<file path="src/gdcg_pkg.sv">
// Shared types and constants for the gamepad drive-command guard.
package gdcg_pkg;

    // Width of the Q1.15 gains and smoothing coefficient.
    localparam int GAIN_W     = 16;
    // Width of the timeout register and the tick counter.
    localparam int TICK_W     = 10;
    // Configuration port widths.
    localparam int CFG_DATA_W  = 16;
    localparam int CFG_INDEX_W = 3;

    localparam logic [TICK_W-1:0] TICK_MAX = {TICK_W{1'b1}};

    // Reset values of the configuration registers.
    localparam logic [GAIN_W-1:0] SMOOTHING_COEFF_RST = 16'd3277;
    localparam logic [TICK_W-1:0] TIMEOUT_TICKS_RST   = 10'd15;
    localparam logic [GAIN_W-1:0] GAIN_RST            = 16'd32768;

    // Input item kinds.
    typedef enum logic {
        OP_SAMPLE = 1'b0,
        OP_TICK   = 1'b1
    } t_op;

    // Result item kinds.
    typedef enum logic {
        KIND_ENABLE = 1'b0,
        KIND_DRIVE  = 1'b1
    } t_kind;

    // Configuration register indexes.
    typedef enum logic [CFG_INDEX_W-1:0] {
        CFG_SMOOTHING_COEFF = 3'd0,
        CFG_TIMEOUT_TICKS   = 3'd1,
        CFG_BRAKE_GAIN      = 3'd2,
        CFG_THROTTLE_GAIN   = 3'd3,
        CFG_STEERING_GAIN   = 3'd4
    } t_cfg_index;

endpackage

</file>
<file path="src/gdcg_trigger_map.sv">
// Maps a trigger axis to a scaled pedal level, gain * (1 - v) / 2, saturated to [0, 1].
module gdcg_trigger_map #(
    parameter int AXIS_BITS = 16
) (
    input  logic [gdcg_pkg::GAIN_W-1:0] i_gain,
    input  logic signed [AXIS_BITS-1:0] i_axis,
    output logic [AXIS_BITS-1:0]        o_level
);
    import gdcg_pkg::*;

    localparam int PW = GAIN_W + AXIS_BITS + 2;
    localparam logic [AXIS_BITS:0] ONE = {2'b01, {(AXIS_BITS-1){1'b0}}};
    localparam logic [PW-1:0] HALF = PW'(1) << 15;

    logic [AXIS_BITS:0]   travel;
    logic [PW-1:0]        prod;
    logic [PW-1:0]        rnd;
    logic [AXIS_BITS+1:0] scaled;

    // Travel is 1 - v, which lies between one LSB and 2.0.
    assign travel = ONE - {i_axis[AXIS_BITS-1], i_axis};
    assign prod   = PW'(i_gain) * PW'(travel);
    assign rnd    = prod + HALF;
    assign scaled = rnd[PW-1:16];

    assign o_level = (scaled > {1'b0, ONE}) ? ONE[AXIS_BITS-1:0] : scaled[AXIS_BITS-1:0];

endmodule

</file>
<file path="src/gdcg_steer_map.sv">
// Maps the steering axis to a scaled steering level, gain * (-v), saturated.
module gdcg_steer_map #(
    parameter int AXIS_BITS = 16
) (
    input  logic [gdcg_pkg::GAIN_W-1:0] i_gain,
    input  logic signed [AXIS_BITS-1:0] i_axis,
    output logic signed [AXIS_BITS-1:0] o_level
);
    import gdcg_pkg::*;

    localparam int PW = GAIN_W + AXIS_BITS + 1;
    localparam logic signed [AXIS_BITS-1:0] AX_MAX = {1'b0, {(AXIS_BITS-1){1'b1}}};
    localparam logic signed [AXIS_BITS-1:0] AX_MIN = {1'b1, {(AXIS_BITS-1){1'b0}}};
    localparam logic signed [AXIS_BITS+1:0] HI = {3'b000, {(AXIS_BITS-1){1'b1}}};
    localparam logic signed [AXIS_BITS+1:0] LO = {3'b111, {(AXIS_BITS-1){1'b0}}};
    localparam logic signed [PW-1:0] HALF = PW'(1) << 14;

    logic signed [AXIS_BITS-1:0] neg;
    logic signed [PW-1:0]        prod;
    logic signed [PW-1:0]        rnd;
    logic signed [AXIS_BITS+1:0] scaled;

    // Negating full-scale right would overflow, so it saturates to full left.
    assign neg    = (i_axis == AX_MIN) ? AX_MAX : -i_axis;
    assign prod   = $signed({1'b0, i_gain}) * neg;
    assign rnd    = prod + HALF;
    assign scaled = rnd[PW-1:15];

    always_comb begin
        if (scaled > HI) begin
            o_level = AX_MAX;
        end else if (scaled < LO) begin
            o_level = AX_MIN;
        end else begin
            o_level = scaled[AXIS_BITS-1:0];
        end
    end

endmodule

</file>
<file path="src/gdcg_smoother.sv">
// One update of the steering exponential average: avg + round(f * (level - avg)).
module gdcg_smoother #(
    parameter int AXIS_BITS = 16
) (
    input  logic [gdcg_pkg::GAIN_W-1:0] i_coeff,
    input  logic signed [AXIS_BITS-1:0] i_level,
    input  logic signed [AXIS_BITS-1:0] i_average,
    output logic signed [AXIS_BITS-1:0] o_average
);
    import gdcg_pkg::*;

    localparam int PW = GAIN_W + AXIS_BITS + 2;
    localparam logic signed [AXIS_BITS-1:0] AX_MAX = {1'b0, {(AXIS_BITS-1){1'b1}}};
    localparam logic signed [AXIS_BITS-1:0] AX_MIN = {1'b1, {(AXIS_BITS-1){1'b0}}};
    localparam logic signed [AXIS_BITS+3:0] HI = {5'b00000, {(AXIS_BITS-1){1'b1}}};
    localparam logic signed [AXIS_BITS+3:0] LO = {5'b11111, {(AXIS_BITS-1){1'b0}}};
    localparam logic signed [PW-1:0] HALF = PW'(1) << 14;

    logic signed [AXIS_BITS:0]   diff;
    logic signed [PW-1:0]        prod;
    logic signed [PW-1:0]        rnd;
    logic signed [AXIS_BITS+2:0] step;
    logic signed [AXIS_BITS+3:0] sum;

    // f*L + (1-f)*A equals A*2^15 + f*(L-A); the A*2^15 term is exact, so
    // only the difference term needs rounding.
    assign diff = {i_level[AXIS_BITS-1], i_level} - {i_average[AXIS_BITS-1], i_average};
    assign prod = $signed({1'b0, i_coeff}) * diff;
    assign rnd  = prod + HALF;
    assign step = rnd[PW-1:15];
    assign sum  = {step[AXIS_BITS+2], step} + {{4{i_average[AXIS_BITS-1]}}, i_average};

    always_comb begin
        if (sum > HI) begin
            o_average = AX_MAX;
        end else if (sum < LO) begin
            o_average = AX_MIN;
        end else begin
            o_average = sum[AXIS_BITS-1:0];
        end
    end

endmodule

</file>
<file path="src/gamepad_drive_command_guard.sv">
// Top level of the gamepad drive-command guard: handshakes, state and result register.
//
// The guard turns gamepad samples and publish ticks into enable messages and
// drive commands. A complete sample arms the guard once both triggers read
// above 0.99 of full scale; after that each complete sample sets the brake,
// throttle and steering levels and a rising edge of back (which wins) or
// start emits a disable or enable message. A tick while enabled emits a drive
// command carrying the smoothed steering, unless more than timeout_ticks
// ticks have passed since the last complete sample, in which case the guard
// zeroes its levels, disarms and emits a single disable message. Incomplete
// samples are dropped. The guard accepts one transaction per clock while
// o_in_stall is low; a transaction is captured in an input register and
// processed from there into the result register once that register is
// free or drained. The critical path is the steering average update:
// one 17 by AXIS_BITS+1 bit multiply, a round, an add and a clamp. Stall on
// the result side backs up into o_in_stall in the same cycle only when both
// registers are occupied. Configuration writes take effect at the next edge
// and should only be made while no transaction is in flight.
module gamepad_drive_command_guard #(
    parameter int AXIS_BITS = 16
) (
    input  logic                             i_clk,
    input  logic                             i_rst_n,

    input  logic                             i_cfg_wr_en,
    input  logic [gdcg_pkg::CFG_INDEX_W-1:0] i_cfg_index,
    input  logic [gdcg_pkg::CFG_DATA_W-1:0]  i_cfg_wr_data,

    input  logic                             i_in_valid,
    output logic                             o_in_stall,
    input  logic                             i_op,
    input  logic                             i_sample_complete,
    input  logic signed [AXIS_BITS-1:0]      i_brake_axis_value,
    input  logic signed [AXIS_BITS-1:0]      i_throttle_axis_value,
    input  logic signed [AXIS_BITS-1:0]      i_steering_axis_value,
    input  logic                             i_start_pressed,
    input  logic                             i_back_pressed,

    output logic                             o_out_valid,
    input  logic                             i_out_stall,
    output logic                             o_kind,
    output logic                             o_enable_value,
    output logic [AXIS_BITS-1:0]             o_brake_cmd,
    output logic [AXIS_BITS-1:0]             o_throttle_cmd,
    output logic signed [AXIS_BITS-1:0]      o_steering_cmd
);
    import gdcg_pkg::*;

    // Arming threshold, 0.99 of full scale, fixed at elaboration.
    localparam int ARM_THR = (99 * (1 << (AXIS_BITS - 1))) / 100;

    // Configuration registers.
    logic [GAIN_W-1:0] r_smoothing_coeff;
    logic [TICK_W-1:0] r_timeout_ticks;
    logic [GAIN_W-1:0] r_brake_gain;
    logic [GAIN_W-1:0] r_throttle_gain;
    logic [GAIN_W-1:0] r_steering_gain;

    // Input register.
    logic                        r_in_valid;
    logic                        r_op;
    logic                        r_sample_complete;
    logic signed [AXIS_BITS-1:0] r_brake_axis;
    logic signed [AXIS_BITS-1:0] r_throttle_axis;
    logic signed [AXIS_BITS-1:0] r_steering_axis;
    logic                        r_start;
    logic                        r_back;

    // Guard state.
    logic                        r_armed,            n_armed;
    logic                        r_enabled,          n_enabled;
    logic                        r_prev_start,       n_prev_start;
    logic                        r_prev_back,        n_prev_back;
    logic                        r_seen_sample,      n_seen_sample;
    logic [TICK_W-1:0]           r_ticks,            n_ticks;
    logic [AXIS_BITS-1:0]        r_brake_level,      n_brake_level;
    logic [AXIS_BITS-1:0]        r_throttle_level,   n_throttle_level;
    logic signed [AXIS_BITS-1:0] r_steering_level,   n_steering_level;
    logic signed [AXIS_BITS-1:0] r_steering_average, n_steering_average;

    // Result register.
    logic                        r_out_valid,     n_out_valid;
    logic                        r_kind,          n_kind;
    logic                        r_enable_value,  n_enable_value;
    logic [AXIS_BITS-1:0]        r_brake_cmd,     n_brake_cmd;
    logic [AXIS_BITS-1:0]        r_throttle_cmd,  n_throttle_cmd;
    logic signed [AXIS_BITS-1:0] r_steering_cmd,  n_steering_cmd;

    // Datapath results for the transaction in the input register.
    logic [AXIS_BITS-1:0]        brake_map;
    logic [AXIS_BITS-1:0]        throttle_map;
    logic signed [AXIS_BITS-1:0] steering_map;
    logic signed [AXIS_BITS-1:0] average_upd;

    logic advance;
    logic fire;
    logic emit;
    logic [TICK_W-1:0] ticks_inc;

    gdcg_trigger_map #(.AXIS_BITS(AXIS_BITS)) u_brake_map (
        .i_gain  (r_brake_gain),
        .i_axis  (r_brake_axis),
        .o_level (brake_map)
    );

    gdcg_trigger_map #(.AXIS_BITS(AXIS_BITS)) u_throttle_map (
        .i_gain  (r_throttle_gain),
        .i_axis  (r_throttle_axis),
        .o_level (throttle_map)
    );

    gdcg_steer_map #(.AXIS_BITS(AXIS_BITS)) u_steer_map (
        .i_gain  (r_steering_gain),
        .i_axis  (r_steering_axis),
        .o_level (steering_map)
    );

    gdcg_smoother #(.AXIS_BITS(AXIS_BITS)) u_smoother (
        .i_coeff   (r_smoothing_coeff),
        .i_level   (r_steering_level),
        .i_average (r_steering_average),
        .o_average (average_upd)
    );

    // The processing stage moves whenever the result register is free or
    // being drained this cycle.
    assign advance    = !r_out_valid || !i_out_stall;
    assign fire       = r_in_valid && advance;
    assign o_in_stall = r_in_valid && !advance;

    assign ticks_inc = (r_ticks == TICK_MAX) ? r_ticks : r_ticks + TICK_W'(1);

    // Next guard state and result for the transaction being processed.
    always_comb begin
        n_armed            = r_armed;
        n_enabled          = r_enabled;
        n_prev_start       = r_prev_start;
        n_prev_back        = r_prev_back;
        n_seen_sample      = r_seen_sample;
        n_ticks            = r_ticks;
        n_brake_level      = r_brake_level;
        n_throttle_level   = r_throttle_level;
        n_steering_level   = r_steering_level;
        n_steering_average = r_steering_average;
        emit               = 1'b0;
        n_kind             = KIND_ENABLE;
        n_enable_value     = 1'b0;
        n_brake_cmd        = '0;
        n_throttle_cmd     = '0;
        n_steering_cmd     = '0;

        if (fire) begin
            if (r_op == OP_SAMPLE) begin
                if (r_sample_complete) begin
                    n_seen_sample = 1'b1;
                    n_ticks       = '0;
                    if (!r_armed) begin
                        // The arming sample only checks the triggers.
                        n_armed = (int'(r_brake_axis) > ARM_THR) &&
                                  (int'(r_throttle_axis) > ARM_THR);
                    end else begin
                        n_brake_level    = brake_map;
                        n_throttle_level = throttle_map;
                        n_steering_level = steering_map;
                        if (!r_prev_back && r_back) begin
                            n_enabled      = 1'b0;
                            emit           = 1'b1;
                            n_enable_value = 1'b0;
                        end else if (!r_prev_start && r_start) begin
                            n_enabled      = 1'b1;
                            emit           = 1'b1;
                            n_enable_value = 1'b1;
                        end
                        n_prev_back  = r_back;
                        n_prev_start = r_start;
                    end
                end
            end else begin
                n_ticks = ticks_inc;
                if (r_enabled && r_seen_sample && (ticks_inc > r_timeout_ticks)) begin
                    // Samples have stopped: drop everything and disable.
                    n_brake_level      = '0;
                    n_throttle_level   = '0;
                    n_steering_level   = '0;
                    n_steering_average = '0;
                    n_armed            = 1'b0;
                    n_enabled          = 1'b0;
                    emit               = 1'b1;
                    n_enable_value     = 1'b0;
                end else if (r_enabled) begin
                    n_steering_average = average_upd;
                    emit               = 1'b1;
                    n_kind             = KIND_DRIVE;
                    n_brake_cmd        = r_brake_level;
                    n_throttle_cmd     = r_throttle_level;
                    n_steering_cmd     = average_upd;
                end
            end
        end
    end

    always_comb begin
        if (advance) begin
            n_out_valid = fire && emit;
        end else begin
            n_out_valid = r_out_valid;
        end
    end

    // Configuration registers.
    always_ff @(posedge i_clk) begin
        if (!i_rst_n) begin
            r_smoothing_coeff <= SMOOTHING_COEFF_RST;
            r_timeout_ticks   <= TIMEOUT_TICKS_RST;
            r_brake_gain      <= GAIN_RST;
            r_throttle_gain   <= GAIN_RST;
            r_steering_gain   <= GAIN_RST;
        end else if (i_cfg_wr_en) begin
            case (t_cfg_index'(i_cfg_index))
                CFG_SMOOTHING_COEFF: r_smoothing_coeff <= i_cfg_wr_data[GAIN_W-1:0];
                CFG_TIMEOUT_TICKS:   r_timeout_ticks   <= i_cfg_wr_data[TICK_W-1:0];
                CFG_BRAKE_GAIN:      r_brake_gain      <= i_cfg_wr_data[GAIN_W-1:0];
                CFG_THROTTLE_GAIN:   r_throttle_gain   <= i_cfg_wr_data[GAIN_W-1:0];
                CFG_STEERING_GAIN:   r_steering_gain   <= i_cfg_wr_data[GAIN_W-1:0];
                default: ;
            endcase
        end
    end

    // Input register: loads whenever the input side is not stalled.
    always_ff @(posedge i_clk) begin
        if (!i_rst_n) begin
            r_in_valid <= 1'b0;
        end else if (!o_in_stall) begin
            r_in_valid <= i_in_valid;
        end
    end

    always_ff @(posedge i_clk) begin
        if (i_in_valid && !o_in_stall) begin
            r_op              <= i_op;
            r_sample_complete <= i_sample_complete;
            r_brake_axis      <= i_brake_axis_value;
            r_throttle_axis   <= i_throttle_axis_value;
            r_steering_axis   <= i_steering_axis_value;
            r_start           <= i_start_pressed;
            r_back            <= i_back_pressed;
        end
    end

    // Guard state.
    always_ff @(posedge i_clk) begin
        if (!i_rst_n) begin
            r_armed            <= 1'b0;
            r_enabled          <= 1'b0;
            r_prev_start       <= 1'b0;
            r_prev_back        <= 1'b0;
            r_seen_sample      <= 1'b0;
            r_ticks            <= '0;
            r_brake_level      <= '0;
            r_throttle_level   <= '0;
            r_steering_level   <= '0;
            r_steering_average <= '0;
        end else begin
            r_armed            <= n_armed;
            r_enabled          <= n_enabled;
            r_prev_start       <= n_prev_start;
            r_prev_back        <= n_prev_back;
            r_seen_sample      <= n_seen_sample;
            r_ticks            <= n_ticks;
            r_brake_level      <= n_brake_level;
            r_throttle_level   <= n_throttle_level;
            r_steering_level   <= n_steering_level;
            r_steering_average <= n_steering_average;
        end
    end

    // Result register.
    always_ff @(posedge i_clk) begin
        if (!i_rst_n) begin
            r_out_valid <= 1'b0;
        end else begin
            r_out_valid <= n_out_valid;
        end
    end

    always_ff @(posedge i_clk) begin
        if (fire && emit) begin
            r_kind         <= n_kind;
            r_enable_value <= n_enable_value;
            r_brake_cmd    <= n_brake_cmd;
            r_throttle_cmd <= n_throttle_cmd;
            r_steering_cmd <= n_steering_cmd;
        end
    end

    assign o_out_valid    = r_out_valid;
    assign o_kind         = r_kind;
    assign o_enable_value = r_enable_value;
    assign o_brake_cmd    = r_brake_cmd;
    assign o_throttle_cmd = r_throttle_cmd;
    assign o_steering_cmd = r_steering_cmd;

endmodule

</file>
<file path="config.mk">
export PLATFORM = sky130hd
export DESIGN_NAME = gamepad_drive_command_guard
export DESIGN_NICKNAME = d
export VERILOG_FILES = /design/src/gdcg_pkg.sv /design/src/gdcg_trigger_map.sv /design/src/gdcg_steer_map.sv /design/src/gdcg_smoother.sv /design/src/gamepad_drive_command_guard.sv
export SDC_FILE = /design/constraint.sdc
export NUM_CORES = 2
export LEC_CHECK = 0
export BUFFER_PORTS_ARGS = -buffer_cell sky130_fd_sc_hd__buf_2
export CAP_MARGIN = 40
export CORE_ASPECT_RATIO = 1.25
export CORE_UTILIZATION = 60
export DETAILED_ROUTE_END_ITERATION = 10
export PLACE_DENSITY = 0.9
export SYNTH_ARGS = -nofsm -noshare
export SYNTH_HDL_FRONTEND = slang
export SYNTH_HIERARCHICAL = 1
export SYNTH_SLANG_ARGS = --single-unit
</file>
<file path="constraint.sdc">
create_clock -name i_clk -period 9 [get_ports i_clk]
set_input_delay 0.45 -clock i_clk [delete_from_list [all_inputs] [get_ports i_clk]]
set_output_delay 0.45 -clock i_clk [all_outputs]
set_load 0.02 [all_outputs]
</file>
==> summary.txt <==
Clocking
  – CTS H-tree depth: 1
  – CTS sink cnt: between 200 and 300
  – Clk root buf: clkbuf_16
  – Clock Path Buffers: 3
  – Clock insertion delay at the later pin of the skew report: 0.60 ns
  – CTS tree: done
  – Clock Pin Slew Worst Setup and Hold Paths: about 0.080 ns
  – CTS Buf Count: 28

Timing
  – Max Slew Vio Count: 0
  – Slew @ Worst Pin: roughly 0.90 ns
  – Period utilization: 1.12
  – Setup violations, final: 32
  – Tightest hold margin: roughly 0.016 ns
  – Fmax: 99.2 MHz
  – Slew headroom: 0.401
  – RSZ-0062 raised after global routing: yes
  – Final Skew: around 0.017 ns
  – Final Hold Fails: 0
  – Final WS setup: -1.09 ns
  – Setup TNS: -30.11 ns
  – Min Clock Period, post-route: between 10 and 15 ns

Setup path
  – Crit. End Element: flop
  – CP required: 9.49 ns
  – Kind of critical path: reg -> reg
  – Most common cell on crit path: fa_1
  – CP arrival: about 11 ns
  – CP max FO: 8
  – R2r startpoint: r_steering_average[1]
  – R2r endpoint: r_steering_average[1]
  – CP peak stage delay: approximately 0.55 ns
  – CP max stage cell: fa_1
  – CP Launch Type: flop
  – Reg-to-reg slack, setup: -1.09 ns
  – Reg2Reg Depth: 44

Run status
  – Outcome: complete, but fails checks
  – Failing checks: setup timing

Floorplan
  – Initial core utilization: 0.610
  – Row count: ~120
  – Boundary pin count: between 100 and 150
  – DIE AREA: slightly above 80000 sq um
  – DIE WIDTH: roughly 260 um
  – Die Y: roughly 320 um
  – CORE AREA: 80600 sq um

Power and ir drop
  – Power, Total: 4.60 mW
  – LEAKAGE: roughly 27 nW
  – Peak VDD IR: 159 uV
  – PwrDens: between 80 and 90 nW/um^2

Routing
  – Met1 WL: slightly below 50 mm
  – Residual DRC count: 0
  – Post-Route WL: 148 mm
  – Met2 wire len: 71.4 mm
  – Highest Signal Layer: met5
  – Met3 WL: ~14 mm
  – DR vias/cell: 6.15
  – Via count: roughly 42000
  – Starting DRT DRC Count: between 3000 and 4000
  – DR pass1 iterations: 8
  – Drt wl/cell: 21.4 um
  – Post-route ant nets: 0

Synthesis
  – Syn Nets: 6989
  – Post-synthesis cell count: around 5600
  – Yosys reg bits: 257
  – Yosys cell types: 108
  – Top_reg_cell synth: dfxtp_1
  – Post-synth EDFFs: slightly above 100
  – Post-synthesis sequential area ratio: 0.126
  – Synth warnings: 6
  – Ys async rst share: 0
  – Mean post-synth cell area: roughly 9 sq um
  – Mapped Area: about 50000 sq um

Cells and area
  – Final nets: roughly 7200
  – Layout cells sized above 1: 0.129
  – Fillers: ~5500
  – Final cell count without fillers: between 6000 and 7000
  – Area delta synth->final: 11.4%
  – Post-layout util: 0.679
  – Final Cell Area: between 50000 and 60000 sq um

Hold path
  – WHS Path Cells: 1
  – Hold EP: r_throttle_axis[2]
  – Hold Path Class: in -> reg
  – Min-Delay Startpoint: i_throttle_axis_value[2]

Global routing
  – First-pass GRT wire length: roughly 230 mm
  – Vias in the first global route: 46100
  – Largest net degree at the start of global routing: a little under 80
  – Gr usage total: 0.352
  – Initial antenna violation count: 12
  – Grt total ovfl: 0

Placement
  – # port buffers: roughly 130
  – GPL Wtd Cong: between 0.9 and 1
  – # placed instances: roughly 6800
  – Setup Slack @ Placement: -0.754 ns
  – Final HPWL DP: 108 mm
  – DP Area: between 50000 and 60000 sq um

Flow run
  – Max-cap violations: 0
[critical path: cells and delay by family (launching register included)]
kind / cells / cell delay [ns]
AOI/OAI and AO/OA: 16 / 2.99
xor gates and xnor gates: 2 / 0.38
buffers and inverters: 12 / 1.31
adders and majority gates: 9 / 3.98
DFF: 1 / 0.40
and+or+nand+nor: 5 / 0.92
[worst max path at each step]
stage / end / cells after the start / slack (ns) / start
finish: r_steering_average[1] / 44 / -1.09 / r_steering_average[1]
global route: r_steering_average[1] / 43 / -1.40 / r_steering_average[1]
CTS: o_steering_cmd[2] / 43 / -0.61 / r_steering_average[1]
detailed placement: o_steering_cmd[11] / 34 / -0.75 / r_steering_average[5]
global placement: o_steering_cmd[14] / 40 / -0.54 / r_steering_level[1]
floorplan: o_steering_cmd[14] / 40 / -0.20 / r_steering_average[1]
[power breakdown]
group          switching [mW]  internal, mW
clock                   0.560         0.672
sequential             0.0670          1.24
combinational            1.29         0.770
[area by class of cell]
type | instances | area, sq um | area share
clock inverters | 14 | 145 | 0.00265
diodes | 4 | 10.0 | 0.000183
repair buffers | 431 | 3110 | 0.0569
well taps | 1062 | 1330 | 0.0243
inverters | 1052 | 3950 | 0.0722
flip-flops and latches | 257 | 6170 | 0.113
clock buffers | 38 | 810 | 0.0148
multi-input cells | 4024 | 39200 | 0.716
[routing by layer]
layer | track usage | up-vias
met5 | 0 | -
met4 | 0.297 | 14
met3 | 0.0635 | 1097
met2 | 0.601 | 2839
met1 | 0.378 | 20500
li1 | - | 17900
[synthesized netlist by cell type, drive strengths merged, types with 50 or more instances]
library cell	number	area (sq um)
inv	1052	3950
nand2	850	3190
fa	821	16400
and2	530	3320
ha	527	6590
clkbuf	204	773
a21oi	199	1020
o21ai	162	856
dfxtp	155	3100
nor2	147	552
edfxtp	102	3060
xnor2	79	707
nor2b	58	363
nand3	55	298
xor2	54	473
nor3	51	255
nand4b	50	438
[state kept, by name (all words and copies together), names as in the netlist, 10 cells and up]
register,flops
o_brake_cmd,16
o_steering_cmd,16
o_throttle_cmd,16
r_brake_axis,16
r_brake_gain,16
r_brake_level,16
r_smoothing_coeff,16
r_steering_average,16
r_steering_axis,16
r_steering_gain,16
r_steering_level,16
r_throttle_axis,16
r_throttle_gain,16
r_throttle_level,16
r_ticks,10
r_timeout_ticks,10
[repair_timing]
action | in CTS | in global routing
hold endpoints to repair | 1 | 0
setup endpoints to repair | 33 | 63
pin swaps | 26 | 92
hold buffers | 1 | 0
gates resized for setup | 42 | 131
buffers inserted | 18 | 21
gates cloned | 2 | 3
[cells in the final DEF, fill, tap and decap left out, types with 28 or more instances in the layout]
cell type / count
buf_4: 275
inv_1: 1039
nand3_1: 47
nor2b_1: 54
xor2_1: 50
nand4_1: 28
ha_1: 505
nor2_1: 140
o21ai_1: 36
fa_1: 811
xnor2_1: 64
buf_2: 127
and2_1: 528
dfxtp_1: 152
edfxtp_1: 102
nand4b_1: 50
a21oi_1: 177
clkbuf_16: 31
nand2_1: 830
a21o_1: 28
nor3_1: 37
o21ai_0: 105
[logic make-up after synthesis]
logic type	after synthesis	synth area share
AOI/OAI and AO/OA	597	0.0798
xor gates and xnor gates	133	0.0240
adders and majority gates	1348	0.469
buffers and inverters	1285	0.0996
DFF	257	0.126
muxes	12	0.00288
and+or+nand+nor	1933	0.199
Power figures use the tool's default switching activity.
